[config.mk]
export PLATFORM = sky130hd
export DESIGN_NAME = joystick_to_servo_conditioner_top
export DESIGN_NICKNAME = d
export VERILOG_FILES = /design/src/rtl/jts_pkg.sv /design/src/rtl/joystick_to_servo_conditioner_top.sv
export SDC_FILE = /design/constraint.sdc
export NUM_CORES = 1
export LEC_CHECK = 0
export BUFFER_PORTS_ARGS = -buffer_cell sky130_fd_sc_hd__buf_2
export CAP_MARGIN = 30
export CORE_AREA = 2 2 215 217
export CTS_CLUSTER_SIZE = 40
export DETAILED_ROUTE_END_ITERATION = 10
export DIE_AREA = 0 0 217 219
export PLACE_DENSITY_LB_ADDON = 0.2
export SLEW_MARGIN = 20
export SYNTH_ARGS = -nofsm -noshare
export SYNTH_HDL_FRONTEND = slang
export SYNTH_SLANG_ARGS = --single-unit
[constraint.sdc]
create_clock -name clk -period 11.6 [get_ports clk]
set_input_delay 0.58 -clock clk [delete_from_list [all_inputs] [get_ports clk]]
set_output_delay 0.58 -clock clk [all_outputs]
set_load 0.02 [all_outputs]
[src/rtl/jts_pkg.sv]
// Types, constants and small helper functions of the joystick conditioner.
package jts_pkg;

  localparam int CAL_W   = 12;
  localparam int STEP_W  = 9;
  localparam int TRIM_W  = 8;
  localparam int PCT_W   = 8;
  localparam int MAG_W   = 7;
  localparam int CFG_IDX_W = 3;

  typedef enum logic [CFG_IDX_W-1:0] {
    CFG_X_MIN    = 3'd0,
    CFG_X_CENTER = 3'd1,
    CFG_X_MAX    = 3'd2,
    CFG_Y_MIN    = 3'd3,
    CFG_Y_CENTER = 3'd4,
    CFG_Y_MAX    = 3'd5,
    CFG_SLEW     = 3'd6,
    CFG_TRIM     = 3'd7
  } cfg_idx_t;

  localparam logic [CAL_W-1:0]  X_MIN_RST    = 12'd418;
  localparam logic [CAL_W-1:0]  X_CENTER_RST = 12'd2000;
  localparam logic [CAL_W-1:0]  X_MAX_RST    = 12'd3100;
  localparam logic [CAL_W-1:0]  Y_MIN_RST    = 12'd0;
  localparam logic [CAL_W-1:0]  Y_CENTER_RST = 12'd2000;
  localparam logic [CAL_W-1:0]  Y_MAX_RST    = 12'd3218;
  localparam logic [STEP_W-1:0] SLEW_RST     = 9'd30;
  localparam int                TRIM_RST     = -50;

  localparam int PCT_FULL     = 100;
  localparam int SNAP_HI      = 70;
  localparam int SNAP_LO      = 30;
  localparam int BOTH_TH      = 40;
  localparam int NEUTRAL_PCT  = 5;
  localparam int Y_MAX_OFF    = 150;
  localparam int PULSE_GAIN   = 5;
  localparam int PULSE_LO     = 1000;
  localparam int PULSE_MID    = 1500;
  localparam int PULSE_HI     = 2000;

  // Magnitude of a percent value in -100..100.
  function automatic logic [MAG_W-1:0] pct_mag(input logic signed [PCT_W-1:0] p);
    logic [PCT_W-1:0] a;
    a = p[PCT_W-1] ? PCT_W'(-p) : PCT_W'(p);
    return a[MAG_W-1:0];
  endfunction

  // p * 30 / 100 truncated toward zero; m*3/10 uses the reciprocal 205/2048,
  // exact for every numerator up to 300.
  function automatic logic signed [PCT_W-1:0] pct_scale30(
      input logic signed [PCT_W-1:0] p);
    logic [MAG_W-1:0] m;
    logic [8:0]       t;
    logic [15:0]      prod;
    logic [PCT_W-1:0] s;
    m    = pct_mag(p);
    t    = 9'(m) * 9'd3;
    prod = 16'(t) * 16'd205;
    s    = PCT_W'(prod[15:11]);
    return p[PCT_W-1] ? $signed(PCT_W'(-s)) : $signed(s);
  endfunction

endpackage

[src/rtl/joystick_to_servo_conditioner_top.sv]
// Joystick to servo conditioner: calibrated percent mapping, cross-axis mixing and slew limiting.
//
// One input word carries a raw X and Y converter sample. Each axis is turned
// into a signed percent with its own calibrated minimum, center and maximum,
// using a single restoring divider that is shared by both axes: X is divided
// first, then Y, one quotient bit per clock. After both percents are known a
// cross-axis rule snaps or suppresses the weaker axis, each percent is mapped
// to a servo pulse (dead band around center, 1000..2000 otherwise), the Y
// offset is clamped and trimmed, and both pulses are slew-limited against the
// filter state. With W = max(ADC_BITS, 12) the divider runs W+7 steps per
// axis, using the shared bit-serial loop for X and then for Y.
// The block holds in_stall high from acceptance until the result has been
// loaded into the output register; a result that is not yet taken only delays
// the end of the following word. Configuration writes are always ready and
// must only be issued while the block is idle.
module joystick_to_servo_conditioner_top
  import jts_pkg::*;
#(
  parameter int ADC_BITS   = 12,
  parameter int PULSE_BITS = 11
) (
  input  logic                        clk,
  input  logic                        rst_n,
  // Input channel
  input  logic                        in_valid,
  output logic                        in_stall,
  input  logic [ADC_BITS-1:0]         in_raw_x,
  input  logic [ADC_BITS-1:0]         in_raw_y,
  // Result channel
  output logic                        out_valid,
  input  logic                        out_stall,
  output logic signed [PCT_W-1:0]     out_x_percent,
  output logic signed [PCT_W-1:0]     out_y_percent,
  output logic [PULSE_BITS-1:0]       out_x_pulse,
  output logic [PULSE_BITS-1:0]       out_y_pulse,
  // Configuration write channel
  input  logic                        cfg_valid,
  output logic                        cfg_ready,
  input  logic [CFG_IDX_W-1:0]        cfg_index,
  input  logic [CAL_W-1:0]            cfg_data
);

  // Operand width covers both the sample and the calibration registers.
  localparam int W     = (ADC_BITS > CAL_W) ? ADC_BITS : CAL_W;
  localparam int NUM_W = W + 7;              // holds |d| * 100
  localparam int CW    = $clog2(NUM_W);
  localparam int TW    = PULSE_BITS + 2;     // signed pulse arithmetic

  localparam logic [PULSE_BITS-1:0] FX_RST = PULSE_BITS'(PULSE_MID);
  localparam logic [PULSE_BITS-1:0] FY_RST = PULSE_BITS'(PULSE_MID + TRIM_RST);

  typedef enum logic [2:0] {
    S_IDLE, S_SETUP, S_DIV, S_FIN, S_MIX, S_SLEW, S_DONE
  } state_t;

  state_t                   state_r;
  logic                     axis_r;          // 0 while X is divided, 1 for Y
  logic [CW-1:0]            cnt_r;
  logic [ADC_BITS-1:0]      raw_x_r, raw_y_r;
  logic [NUM_W-1:0]         num_r;           // dividend bits out, quotient bits in
  logic [W-1:0]             rem_r;
  logic [W-1:0]             den_r;
  logic                     neg_r;
  logic signed [PCT_W-1:0]  px_r, py_r;
  logic [PULSE_BITS-1:0]    filt_x_r, filt_y_r;
  logic                     out_valid_r;
  logic signed [PCT_W-1:0]  out_x_pct_r, out_y_pct_r;
  logic [PULSE_BITS-1:0]    out_x_pulse_r, out_y_pulse_r;

  logic [CAL_W-1:0]         x_min_r, x_center_r, x_max_r;
  logic [CAL_W-1:0]         y_min_r, y_center_r, y_max_r;
  logic [STEP_W-1:0]        slew_r;
  logic signed [TRIM_W-1:0] trim_r;

  // Operand setup for the axis being divided.
  logic [W-1:0]             raw_sel, lo_sel, mid_sel, hi_sel;
  logic signed [W:0]        diff, rng;
  logic [W:0]               diff_abs, rng_abs;
  logic [W-1:0]             den_nxt;
  logic [NUM_W-1:0]         numer_nxt;
  logic                     neg_nxt;

  always_comb begin
    raw_sel  = axis_r ? W'(raw_y_r) : W'(raw_x_r);
    lo_sel   = axis_r ? W'(y_min_r) : W'(x_min_r);
    mid_sel  = axis_r ? W'(y_center_r) : W'(x_center_r);
    hi_sel   = axis_r ? W'(y_max_r) : W'(x_max_r);
    diff     = $signed({1'b0, raw_sel}) - $signed({1'b0, mid_sel});
    rng      = diff[W] ? $signed({1'b0, mid_sel}) - $signed({1'b0, lo_sel})
                       : $signed({1'b0, hi_sel}) - $signed({1'b0, mid_sel});
    diff_abs = diff[W] ? (W+1)'(-diff) : (W+1)'(diff);
    rng_abs  = rng[W] ? (W+1)'(-rng) : (W+1)'(rng);
    // A zero half-range divides by one: any nonzero offset then saturates.
    den_nxt  = (rng_abs[W-1:0] == '0) ? W'(1) : rng_abs[W-1:0];
    numer_nxt = NUM_W'(diff_abs[W-1:0]) * NUM_W'(PCT_FULL);
    neg_nxt  = diff[W] ^ rng[W];
  end

  // One restoring division step.
  logic [W:0]   rem_sh;
  logic         q_bit;
  logic [W-1:0] rem_nxt;

  always_comb begin
    rem_sh  = {rem_r, num_r[NUM_W-1]};
    q_bit   = (rem_sh >= {1'b0, den_r});
    rem_nxt = q_bit ? W'(rem_sh - {1'b0, den_r}) : rem_sh[W-1:0];
  end

  // Clamp the quotient to 100 and apply the sign.
  logic [MAG_W-1:0]        q_mag;
  logic signed [PCT_W-1:0] pct_nxt;

  always_comb begin
    q_mag   = (num_r > NUM_W'(PCT_FULL)) ? MAG_W'(PCT_FULL) : num_r[MAG_W-1:0];
    pct_nxt = neg_r ? $signed(PCT_W'(-PCT_W'(q_mag))) : $signed(PCT_W'(q_mag));
  end

  // Cross-axis rule on the two percents.
  logic [MAG_W-1:0]        ax, ay;
  logic signed [PCT_W-1:0] mx_nxt, my_nxt;

  always_comb begin
    ax     = pct_mag(px_r);
    ay     = pct_mag(py_r);
    mx_nxt = px_r;
    my_nxt = py_r;
    priority if (ax > MAG_W'(SNAP_HI) && ay < MAG_W'(SNAP_LO)) begin
      my_nxt = '0;
    end else if (ay > MAG_W'(SNAP_HI) && ax < MAG_W'(SNAP_LO)) begin
      mx_nxt = '0;
    end else if (ax > MAG_W'(BOTH_TH) && ay > MAG_W'(BOTH_TH)) begin
      if (ax > ay) begin
        my_nxt = pct_scale30(py_r);
      end else begin
        mx_nxt = pct_scale30(px_r);
      end
    end else begin
      // Neither rule applies, so both percents pass unchanged.
      mx_nxt = px_r;
      my_nxt = py_r;
    end
  end

  // Pulse offset from center: zero inside the dead band, else 5 per percent.
  function automatic logic signed [TW-1:0] pulse_off(input logic signed [PCT_W-1:0] p);
    logic signed [TW-1:0] pe;
    pe = TW'(p);
    if (pct_mag(p) < MAG_W'(NEUTRAL_PCT)) begin
      return '0;
    end
    return TW'(pe * $signed(TW'(PULSE_GAIN)));
  endfunction

  // Move cur toward tgt by at most the slew step.
  function automatic logic [PULSE_BITS-1:0] slew_to(
      input logic [PULSE_BITS-1:0] cur, input logic signed [TW-1:0] tgt,
      input logic [STEP_W-1:0] step);
    logic signed [TW-1:0] d;
    logic signed [TW-1:0] st;
    logic [TW-1:0]        sum;
    st = $signed(TW'(step));
    d  = tgt - $signed({2'b00, cur});
    if (d > st) begin
      d = st;
    end else if (d < -st) begin
      d = -st;
    end
    sum = TW'({2'b00, cur}) + TW'(d);
    return sum[PULSE_BITS-1:0];
  endfunction

  logic signed [TW-1:0] offx, offy, offy_c, tgt_x, tgt_y;

  always_comb begin
    offx   = pulse_off(px_r);
    offy   = pulse_off(py_r);
    offy_c = offy;
    if (offy > $signed(TW'(Y_MAX_OFF))) begin
      offy_c = $signed(TW'(Y_MAX_OFF));
    end else if (offy < -$signed(TW'(Y_MAX_OFF))) begin
      offy_c = -$signed(TW'(Y_MAX_OFF));
    end
    tgt_x = $signed(TW'(PULSE_MID)) + offx;
    tgt_y = $signed(TW'(PULSE_MID)) + $signed(TW'(trim_r)) + offy_c;
  end

  logic in_acc, cfg_wr;

  assign in_acc = in_valid && !in_stall;
  assign cfg_wr = cfg_valid && cfg_ready;

  always_ff @(posedge clk) begin
    if (!rst_n) begin
      state_r     <= S_IDLE;
      axis_r      <= 1'b0;
      cnt_r       <= '0;
      out_valid_r <= 1'b0;
      filt_x_r    <= FX_RST;
      filt_y_r    <= FY_RST;
      x_min_r     <= X_MIN_RST;
      x_center_r  <= X_CENTER_RST;
      x_max_r     <= X_MAX_RST;
      y_min_r     <= Y_MIN_RST;
      y_center_r  <= Y_CENTER_RST;
      y_max_r     <= Y_MAX_RST;
      slew_r      <= SLEW_RST;
      trim_r      <= TRIM_W'(TRIM_RST);
    end else begin
      // A new result word is loaded in S_DONE once the output register is
      // free or being emptied in this cycle; otherwise a taken word clears it.
      if (state_r == S_DONE && (!out_valid_r || !out_stall)) begin
        out_valid_r <= 1'b1;
      end else if (out_valid_r && !out_stall) begin
        out_valid_r <= 1'b0;
      end

      if (cfg_wr) begin
        unique case (cfg_idx_t'(cfg_index))
          CFG_X_MIN:    x_min_r    <= cfg_data;
          CFG_X_CENTER: x_center_r <= cfg_data;
          CFG_X_MAX:    x_max_r    <= cfg_data;
          CFG_Y_MIN:    y_min_r    <= cfg_data;
          CFG_Y_CENTER: y_center_r <= cfg_data;
          CFG_Y_MAX:    y_max_r    <= cfg_data;
          CFG_SLEW:     slew_r     <= cfg_data[STEP_W-1:0];
          CFG_TRIM:     trim_r     <= $signed(cfg_data[TRIM_W-1:0]);
          default:      ;
        endcase
      end

      unique case (state_r)
        S_IDLE: begin
          if (in_acc) begin
            raw_x_r <= in_raw_x;
            raw_y_r <= in_raw_y;
            axis_r  <= 1'b0;
            state_r <= S_SETUP;
          end
        end
        S_SETUP: begin
          num_r   <= numer_nxt;
          den_r   <= den_nxt;
          neg_r   <= neg_nxt;
          rem_r   <= '0;
          cnt_r   <= CW'(NUM_W - 1);
          state_r <= S_DIV;
        end
        S_DIV: begin
          num_r <= {num_r[NUM_W-2:0], q_bit};
          rem_r <= rem_nxt;
          cnt_r <= cnt_r - CW'(1);
          if (cnt_r == '0) begin
            state_r <= S_FIN;
          end
        end
        S_FIN: begin
          if (!axis_r) begin
            px_r    <= pct_nxt;
            axis_r  <= 1'b1;
            state_r <= S_SETUP;
          end else begin
            py_r    <= pct_nxt;
            state_r <= S_MIX;
          end
        end
        S_MIX: begin
          px_r    <= mx_nxt;
          py_r    <= my_nxt;
          state_r <= S_SLEW;
        end
        S_SLEW: begin
          filt_x_r <= slew_to(filt_x_r, tgt_x, slew_r);
          filt_y_r <= slew_to(filt_y_r, tgt_y, slew_r);
          state_r  <= S_DONE;
        end
        S_DONE: begin
          // Wait here only while the previous result word is still held.
          if (!out_valid_r || !out_stall) begin
            out_x_pct_r   <= px_r;
            out_y_pct_r   <= py_r;
            out_x_pulse_r <= filt_x_r;
            out_y_pulse_r <= filt_y_r;
            state_r       <= S_IDLE;
          end
        end
        default: state_r <= S_IDLE;
      endcase
    end
  end

  assign in_stall      = (state_r != S_IDLE);
  assign cfg_ready     = 1'b1;
  assign out_valid     = out_valid_r;
  assign out_x_percent = out_x_pct_r;
  assign out_y_percent = out_y_pct_r;
  assign out_x_pulse   = out_x_pulse_r;
  assign out_y_pulse   = out_y_pulse_r;

endmodule

==> flow_summary.json, run 1 <==
{
  "row_count": 78,
  "leakage_nw": 10.68,
  "max_stage_delay_ns": 0.68,
  "htreeDepth": 1,
  "die_w_um": 217,
  "intPower_mw": 2.065,
  "diodes": 0,
  "tritoncts": "yes",
  "syn_area_mm2": 0.02240,
  "synth_seq_cells": 243,
  "swShare": 0.3433,
  "yosys-top-cells-area": "ha_1 (20%), edfxtp_1 (16%), dfxtp_1 (11%)",
  "routedWlPerCell_um": 17.02,
  "grt_max_degree": 111,
  "clk_latency_ns": 0.61,
  "start_util": 0.4968,
  "core_area_mm2": 0.04509,
  "maxCapViolCount": 0,
  "clk_pin_slew_ns": 0.06,
  "fmax_mhz": 94.62,
  "rsz0062_at_grt": "false",
  "crit_path_top_delay_cell": "edfxtp_1",
  "gp_congestion": 0.9113,
  "ant_nets": 0,
  "synth_top_area_cell": "ha_1",
  "reg2reg_slack_ns": 1.03,
  "hpwlAfterDp_um": 42620,
  "worstReg2RegEnd": "filt_y_r[10]",
  "grt.total_usage": 0.2285,
  "ys_seq_area_frac": 0.2717,
  "r2r_start": "py_r[0]",
  "hp-class": "input port to flop",
  "critPathMaxFanout": 21,
  "vias": 17909,
  "pin_count": 85,
  "switchingPower_mw": 1.080,
  "cts_root_buf": "clkbuf_16",
  "hold_viol": 0,
  "die_h_um": 219,
  "synth_nets": 2988,
  "cts_buffers": 30,
  "power_density_mw_per_mm2": 129.2,
  "drc": 0,
  "yosysWarningCount": 0,
  "cts.sinks": 243,
  "period_minus_slack_ns": 10.57,
  "slew_violations": 0,
  "post-route-period-util": 0.9111,
  "grt_pass1_vias": 17541,
  "die-area_mm2": 0.04752,
  "power.share.clock": 0.296,
  "postCtsResizedCells": 0,
  "synth_top_area_frac": 0.1972,
  "p_comb_frac": 0.384,
  "pwr-share-seq": 0.320,
  "slew_headroom": 0.3696,
  "crit_required_ns": 12.12,
  "grt.overflow.total": 0,
  "synth_cell_types": 93,
  "path_depth": 43,
  "status": "finished clean",
  "synthCells": 2534,
  "synth_edf_count": 122,
  "ctsHoldBuffers": 0,
  "crit_path_end_kind": "flop",
  "layout-drive-gt1-share": 0.08570,
  "grt_antenna_before_repair": 0,
  "cp-start-kind": "flop",
  "nets": 3035,
  "setup_tns_ns": 0,
  "setup_viol": 0,
  "ir_drop_v": 0.0001204,
  "avgSynthCellArea_um2": 8.839,
  "cp_num_buf_inv": 3,
  "cts_setup_buffers": 0,
  "hold_end": "raw_y_r[11]",
  "ys.flop_type": "edfxtp_1",
  "clockBufferDepth": 3,
  "vias_per_cell": 5.593,
  "path_class": "flop to flop",
  "grt_first_pass_wirelength_um": 88290,
  "drt_wl_total_um": 54490,
  "rr_worst_depth": 43,
  "critical_path.top_delay_family": "compound AO/OA/AOI/OAI gates",
  "first_pass_iters": 5,
  "final_area_mm2": 0.02435,
  "skew_ns": 0.04843,
  "hp-start": "in_raw_y[11]",
  "synthArstFlopShare": 0,
  "drt_iter0_drc": 1109,
  "worstHoldPathCells": 1,
  "tightest_slew_ns": 0.9456,
  "placed_cell_area_mm2": 0.02329,
  "arrival_ns": 11.09,
  "area_delta_synth_final_pct": 8.692,
  "portBuffers": 83
}
[cell families after synthesis]
logic type	after synthesis	share of synthesized area
and+or+nand+nor	746	0.1532
AOI/OAI and AO/OA	575	0.1690
adders and majority gates	411	0.2486
buffers and inverters	317	0.05608
DFF	243	0.2717
xor gates and xnor gates	164	0.06508
muxes	77	0.03625
other	1	0.0001674
[power by group through the flow]
stage               Combinational (mW)  Clock [mW]  Sequential (mW)
floorplan                        0.971           0             1.01
global placement                  1.17           0             1.02
detailed placement                1.20           0             1.02
CTS                               1.22       0.951             1.01
global route                      1.37       0.988             1.01
finish                            1.21       0.931             1.01
[flip-flops by register name, summed over array words and instances, names as in the netlist, 5 cells and up]
signal,flops
rem_r,12
trim_r,8
cnt_r,5
filt_y_r,11
y_max_r,12
filt_x_r,11
px_r,8
y_min_r,12
out_x_percent,8
x_max_r,12
out_x_pulse,11
py_r,8
slew_r,9
num_r,19
y_center_r,12
x_center_r,12
x_min_r,12
raw_y_r,12
den_r,12
out_y_percent,8
raw_x_r,12
out_y_pulse,11
[how the worst max path moves through the flow]
stage | start | end | slack (ns)
2_1_floorplan | py_r[0] | filt_y_r[10] | 2.37
3_3_place_gp | py_r[0] | filt_y_r[10] | 1.35
3_5_place_dp | py_r[0] | filt_y_r[10] | 1.06
4_1_cts | py_r[0] | filt_y_r[10] | 1.06
5_1_grt | py_r[0] | filt_y_r[10] | 0.05
6_report | py_r[0] | filt_y_r[10] | 1.03
[layout make-up]
class                           count  area, um2
Inverter                          230      863.3
Multi-Input combinational cell   1974      15070
Fill cell                        4241      20740
Tap cell                          600      750.7
Timing Repair Buffer              102      583.1
Sequential cell                   243       6087
Clock inverter                     12      113.9
Clock buffer                       41      875.8
[cell usage after synthesis, types with 8 or more instances]
cell type,n
a211oi_1,14
a21boi_0,63
a21o_1,34
a21oi_1,155
a31oi_1,10
and2_1,10
and3_1,17
buf_2,8
buf_4,11
clkbuf_1,60
dfxtp_1,121
edfxtp_1,122
fa_1,57
ha_1,353
inv_1,227
mux2_2,30
mux2i_1,46
nand2_1,331
nand2b_1,18
nand3_1,70
nand4_1,20
nor2_1,133
nor2b_1,46
nor3_1,41
nor4_1,10
o211ai_1,29
o21a_1,24
o21ai_0,106
o21ai_1,12
o21bai_1,30
o41ai_1,9
or2_2,11
or3_1,9
xnor2_1,101
xor2_1,61
[worst register-to-register path: cells and delay by family (launching register included)]
family | cells | cell delay (ns)
AOI/OAI and AO/OA | 18 | 3.49
xor gates and xnor gates | 2 | 0.64
adders and majority gates | 9 | 2.95
buffers and inverters | 3 | 0.38
DFF | 1 | 0.68
muxes | 1 | 0.15
and+or+nand+nor | 10 | 2.23
[metrics by stage]
step	std cells	total power, mW	setup WS (ns)	util	hold WS (ns)
6_report	3202	3.145	1.031	0.5400	0.1920
4_1_cts	3196	3.174	1.056	0.5384	0.1678
5_1_grt	3202	3.374	0.04858	0.5400	0.1674
3_5_place_dp	3143	2.226	1.065	0.5165	0.4513
3_3_place_gp	3143	2.196	1.349	0.5165	0.4455
2_1_floorplan	2534	1.985	2.373	-	0.4349
[placed cells by master, fill, tap and decap left out, types with 17 or more instances in the layout]
cell type,instances
nor2_1,131
nand4_1,20
o21a_1,24
inv_1,227
a21oi_1,154
dfxtp_1,120
nand3_1,70
ha_1,353
edfxtp_1,122
a21o_1,34
clkbuf_16,33
o21bai_1,30
nor2b_1,46
buf_2,83
mux2_2,30
o211ai_1,29
buf_4,17
xor2_1,61
nand2b_1,18
mux2i_1,46
a21boi_0,63
xnor2_1,101
fa_1,57
o21ai_0,106
nor3_1,40
nand2_1,331
[per-layer routing]
metal / global-route usage / vias up / part of all wire
met2: 0.3962 / 400 / 0.47
met5: 0 / - / 0
li1: - / 9000 / -
met1: 0.2971 / 8408 / 0.45
met4: 0.08196 / 0 / 0.036
met3: 0.02093 / 101 / 0.041
Note: power is estimated with default switching activity, not from simulation.
==> run 2, diff against run 1 <==
--- a/config.mk
+++ b/config.mk
@@ -11,7 +11,7 @@
 export CTS_CLUSTER_SIZE = 40
 export DETAILED_ROUTE_END_ITERATION = 10
 export DIE_AREA = 0 0 217 219
-export PLACE_DENSITY_LB_ADDON = 0.2
+export PLACE_DENSITY = 0.77
 export SLEW_MARGIN = 20
 export SYNTH_ARGS = -nofsm -noshare
 export SYNTH_HDL_FRONTEND = slang
==> flow_summary.json, run 2 (synthesis gave the netlist of run 1 again) <==
{
  "status": "finished clean",
  "layout_commonest_cell": "ha_1",
  "cts_setup_buffers": 0,
  "rsz0062_at_grt": "false",
  "hpwlAfterDp_um": 42410,
  "worstReg2RegEnd": "filt_y_r[10]",
  "period_minus_slack_ns": 10.67,
  "slew_violations": 0,
  "arrival_ns": 11.18,
  "grt_pass1_vias": 17996,
  "worst_path_most_repeated_cell": "ha_1",
  "vias": 18277,
  "grt.total_usage": 0.2288,
  "r2r_start": "py_r[0]",
  "drt_iter0_drc": 1291,
  "crit_required_ns": 12.12,
  "regMostFlops": "num_r",
  "cp-start-kind": "flop",
  "nets": 3034,
  "vias_per_cell": 5.708,
  "start_util": 0.4968,
  "largest_reg_flops": 19,
  "switchingPower_mw": 1.087,
  "portBuffers": 83,
  "htreeDepth": 1,
  "maxCapViolCount": 0,
  "area_delta_synth_final_pct": 8.748,
  "cts_buffers": 29,
  "max_stage_delay_ns": 0.70,
  "tightest_slew_ns": 0.9526,
  "drc": 0,
  "dpl_worst_slack_ns": 1.093,
  "die-area_mm2": 0.04752,
  "power_density_mw_per_mm2": 130.1,
  "cts_root_buf": "clkbuf_16",
  "drt_wl_total_um": 54920,
  "rr_worst_depth": 43,
  "p_comb_frac": 0.384,
  "hold_viol": 0,
  "final_core_utilization": 0.5402,
  "core_area_mm2": 0.04509,
  "grt_first_pass_wirelength_um": 88690,
  "grt_antenna_before_repair": 0,
  "clockBufferDepth": 3,
  "leakage_nw": 10.69,
  "fmax_mhz": 93.76,
  "setup_viol": 0,
  "fin_ws_ns": 0.9341,
  "routedWlPerCell_um": 17.15,
  "layout_common_cells": "ha_1 (353), nand2_1 (330), inv_1 (227), a21oi_1 (154), nor2_1 (132)",
  "reg2reg_slack_ns": 0.93,
  "hp-start": "in_raw_y[5]",
  "worstHoldPathCells": 1,
  "crit_path_end_kind": "flop",
  "postCtsResizedCells": 0,
  "die_w_um": 217,
  "gp_congestion": 0.9317,
  "die_h_um": 219,
  "swShare": 0.3430,
  "ctsHoldBuffers": 0,
  "tritoncts": "yes",
  "hold_end": "raw_y_r[5]",
  "crit_path_top_delay_cell": "edfxtp_1",
  "critPathMaxFanout": 21,
  "hp-class": "input port to flop",
  "path_class": "flop to flop",
  "grt.overflow.total": 0,
  "clk_latency_ns": 0.60,
  "setup_tns_ns": 0,
  "num-fill-cells": 4043,
  "pwr-share-seq": 0.318,
  "first_pass_iters": 5,
  "power.share.clock": 0.298,
  "layout-drive-gt1-share": 0.08497,
  "slew_headroom": 0.3626,
  "row_count": 78,
  "ir_drop_v": 0.0001242,
  "grt_max_degree": 108,
  "clk_pin_slew_ns": 0.06,
  "post-route-period-util": 0.9195,
  "skew_ns": 0.03486,
  "pin_count": 85,
  "cts.sinks": 243,
  "ant_nets": 0,
  "intPower_mw": 2.082
}
-- run 2: worst max path at each step --
| stage | start | slack, ns | end |
|---|---|---|---|
| 3_5_place_dp | py_r[0] | 1.09 | filt_y_r[10] |
| 5_1_grt | py_r[0] | 0.25 | filt_y_r[10] |
| 4_1_cts | py_r[0] | 1.08 | filt_y_r[10] |
| 3_3_place_gp | py_r[0] | 1.37 | filt_y_r[10] |
| 2_1_floorplan | py_r[0] | 2.37 | filt_y_r[10] |
| 6_report | py_r[0] | 0.93 | filt_y_r[10] |
-- run 2: area by class of cell --
cell class                 count  area (um2)  share of cell area
timing repair buffer         102       586.8             0.02409
clock inverter                14       170.2            0.006986
clock buffer                  38       820.8             0.03370
antenna                        1       2.502           0.0001027
tap                          600       750.7             0.03082
multi-input combinational   1974       15080              0.6190
inverter                     230       863.3             0.03544
sequential                   243        6087              0.2499
-- run 2: per-layer routing --
layer	track usage	wire [um]	up-vias
met2	0.3982	26090	523
met5	0	0	-
li1	-	-	8996
met4	0.09315	1967	0
met1	0.2862	23920	8645
met3	0.03008	2938	113
-- run 2: critical path, delay by kind of cell, from the launching register on --
| family | cells | cell delay, ns |
|---|---|---|
| flops | 1 | 0.70 |
| compound gates | 18 | 3.60 |
| buf+inv | 4 | 0.66 |
| fa+ha+maj | 9 | 2.93 |
| mux | 1 | 0.16 |
| simple gates | 9 | 1.77 |
| xor+xnor | 2 | 0.76 |
-- run 2: power groups by stage --
stage | Clock [mW] | Combinational, mW | Sequential, mW
2_1_floorplan | 0 | 0.971 | 1.01
3_3_place_gp | 0 | 1.16 | 1.02
3_5_place_dp | 0 | 1.20 | 1.02
4_1_cts | 0.958 | 1.21 | 1.01
5_1_grt | 0.991 | 1.38 | 1.01
6_report | 0.945 | 1.22 | 1.01
-- run 2: stage by stage --
| step | instances | hold slack [ns] | power (mW) | cell area, um2 |
|---|---|---|---|---|
| 3_5_place_dp | 3141 | 0.4514 | 2.224 | 23270 |
| 6_report | 3202 | 0.1818 | 3.168 | 24360 |
| 5_1_grt | 3201 | 0.1616 | 3.381 | 24360 |
| 3_3_place_gp | 3140 | 0.4469 | 2.178 | 23260 |
| 4_1_cts | 3193 | 0.1633 | 3.178 | 24270 |
| 2_1_floorplan | 2534 | 0.4349 | 1.985 | 22400 |
==> run 3, diff against run 2 <==
--- a/config.mk
+++ b/config.mk
@@ -5,12 +5,13 @@
 export SDC_FILE = /design/constraint.sdc
 export NUM_CORES = 1
 export LEC_CHECK = 0
+export ABC_AREA = 1
 export BUFFER_PORTS_ARGS = -buffer_cell sky130_fd_sc_hd__buf_2
 export CAP_MARGIN = 30
-export CORE_AREA = 2 2 215 217
+export CORE_AREA = 2 2 216 218
 export CTS_CLUSTER_SIZE = 40
 export DETAILED_ROUTE_END_ITERATION = 10
-export DIE_AREA = 0 0 217 219
+export DIE_AREA = 0 0 218 220
 export PLACE_DENSITY = 0.77
 export SLEW_MARGIN = 20
 export SYNTH_ARGS = -nofsm -noshare
==> flow_summary.json, run 3 <==
{
  "status": "finished clean",
  "cts_setup_buffers": 0,
  "core_area_mm2": 0.04586,
  "htreeDepth": 1,
  "synth_nets": 3484,
  "first_pass_iters": 6,
  "period_minus_slack_ns": 9.732,
  "regMostFlops": "num_r",
  "setup_tns_ns": 0,
  "crit_path_top_delay_cell": "edfxtp_1",
  "cts_buffers": 29,
  "post-route-period-util": 0.8390,
  "final_area_mm2": 0.02467,
  "diodes": 0,
  "drt_wl_total_um": 55240,
  "tightest_slew_ns": 0.8832,
  "worst_path_most_repeated_cell": "nand2_1",
  "rsz0062_at_grt": "false",
  "yosysMostFrequentCell": "nand2_1",
  "leakage_nw": 12.43,
  "row_count": 79,
  "tritoncts": "yes",
  "portBuffers": 83,
  "synth_top_area_cell": "ha_1",
  "maxCapViolCount": 0,
  "clk_latency_ns": 0.57,
  "ctsHoldBuffers": 0,
  "grt_antenna_before_repair": 0,
  "switchingPower_mw": 3.920,
  "start_util": 0.4941,
  "critPathMaxFanout": 13,
  "layout_common_cells": "nand2_1 (675), inv_1 (451), ha_1 (353), nor2_1 (256), o21ai_0 (213)",
  "power_density_mw_per_mm2": 319.7,
  "drt_iter0_drc": 1160,
  "regArea_mm2": 0.006087,
  "gp_congestion": 0.9643,
  "die_h_um": 220,
  "dpl_worst_slack_ns": 1.982,
  "max_stage_delay_ns": 0.64,
  "placed_cell_area_mm2": 0.02368,
  "worstHoldPathCells": 1,
  "synth_common_cells": "nand2_1 (675), inv_1 (451), ha_1 (353), nor2_1 (257), o21ai_0 (213)",
  "hp-start": "in_raw_y[1]",
  "path_class": "flop to flop",
  "grt_first_pass_wirelength_um": 91470,
  "p_comb_frac": 0.727,
  "grt.total_usage": 0.2331,
  "fin_ws_ns": 1.868,
  "multi_input_area_mm2": 0.01455,
  "ir_drop_v": 0.0003549,
  "arrival_ns": 10.18,
  "cts_root_buf": "clkbuf_16",
  "synth_seq_cells": 243,
  "skew_ns": 0.01244,
  "hold_end": "raw_y_r[1]",
  "largest_reg_flops": 19,
  "intPower_mw": 3.968,
  "dp.cells": 3669,
  "die_w_um": 218,
  "vias": 19779,
  "crit_required_ns": 12.05,
  "cts.sinks": 243,
  "finalPower_mw": 7.887,
  "cp-start-kind": "flop",
  "grt.overflow.total": 0,
  "grt_max_degree": 94,
  "final_core_utilization": 0.5380,
  "layout_commonest_cell": "nand2_1",
  "postCtsResizedCells": 0,
  "crit_path_end_kind": "flop",
  "reg2reg_slack_ns": 1.87,
  "power.share.clock": 0.120,
  "synthCells": 3030,
  "drc": 0,
  "pin_count": 85,
  "hp-class": "input port to flop",
  "synth_cell_types": 55,
  "synth_top_area_frac": 0.1949,
  "routedWlPerCell_um": 14.84,
  "hpwlAfterDp_um": 43520,
  "setup_viol": 0,
  "slew_violations": 0,
  "avgSynthCellArea_um2": 7.478,
  "nets": 3548,
  "yosys-top-cells-area": "ha_1 (19%), edfxtp_1 (16%), nand2_1 (11%)",
  "worstReg2RegEnd": "filt_y_r[10]",
  "ys_seq_area_frac": 0.2686,
  "ys.flop_type": "edfxtp_1",
  "grt_pass1_vias": 18650,
  "syn_area_mm2": 0.02266,
  "layout-drive-gt1-share": 0.06932,
  "swShare": 0.4970,
  "rr_worst_depth": 54,
  "num-fill-cells": 4361,
  "synth_edf_count": 122,
  "pwr-share-seq": 0.153,
  "fin_cells": 3723,
  "vias_per_cell": 5.313,
  "holdWs_ns": 0.1849,
  "slew_headroom": 0.4050,
  "clockBufferDepth": 3,
  "r2r_start": "py_r[0]",
  "die-area_mm2": 0.04796,
  "yosysWarningCount": 0,
  "fmax_mhz": 102.8,
  "hold_viol": 0,
  "synthArstFlopShare": 0,
  "area_delta_synth_final_pct": 8.896,
  "ant_nets": 0,
  "clk_pin_slew_ns": 0.06
}
-- run 3: changes by cell type in the layout (fill, tap and decap cells not counted), moves of 33 or more --
cell / delta
nand3_1: +96
nor2b_1: -46
o21ai_0: +107
nand2_1: +345
xnor2_1: -65
inv_1: +224
a21boi_0: -60
nor2_1: +124
mux2i_1: -33
-- run 3: worst max-delay path by stage --
stage                  from            to  slack (ns)  depth (start not counted)
finish              py_r[0]  filt_y_r[10]        1.87                         54
CTS                 py_r[0]  filt_y_r[10]        1.93                         54
global placement    py_r[0]  filt_y_r[10]        2.17                         54
detailed placement  py_r[0]  filt_y_r[10]        1.98                         54
global route        py_r[0]  filt_y_r[10]        0.81                         56
floorplan           py_r[0]  filt_y_r[10]        3.61                         51
-- run 3: layout make-up --
type | instances | area share
Inverter | 465 | 0.07084
Tap cell | 607 | 0.03078
Multi-Input combinational cell | 2255 | 0.5895
Clock buffer | 36 | 0.03301
Clock inverter | 17 | 0.006947
Sequential cell | 243 | 0.2467
Timing Repair Buffer | 100 | 0.02221
-- run 3: kinds of logic (layout without fill, tap and decap cells) --
group           after synthesis  in the layout  share of synthesized area
buf+inv                     532            618                    0.08995
mux                          13             13                   0.005742
fa+ha+maj                   410            410                     0.2453
simple gates               1236           1236                     0.2294
flops                       243            243                     0.2686
xor+xnor                    105            105                    0.04125
compound gates              490            490                     0.1196
other cells                   1              1                  0.0001655
-- run 3: worst max-delay path: cells and delay by family, from the launching register on --
kind,cells,cell delay [ns]
xor gates and xnor gates,2,0.59
AOI/OAI and AO/OA,6,1.09
adders and majority gates,9,2.97
and+or+nand+nor,27,2.98
buffers and inverters,10,1.32
DFF,1,0.64
-- run 3: power by group through the flow --
| stage | registers, mW | logic, mW | clock network (mW) |
|---|---|---|---|
| CTS | 1.21 | 5.74 | 0.961 |
| global placement | 1.22 | 5.59 | 0 |
| detailed placement | 1.23 | 5.69 | 0 |
| global route | 1.22 | 6.66 | 0.993 |
| finish | 1.21 | 5.73 | 0.943 |
| floorplan | 1.21 | 4.57 | 0 |
-- run 3: layer usage --
layer | vias up | share of wire | track usage
met3 | 107 | 0.064 | 0.03368
met1 | 8982 | 0.45 | 0.3114
met5 | - | 0 | 0
met4 | 0 | 0.030 | 0.07483
li1 | 10123 | - | -
met2 | 567 | 0.45 | 0.3879
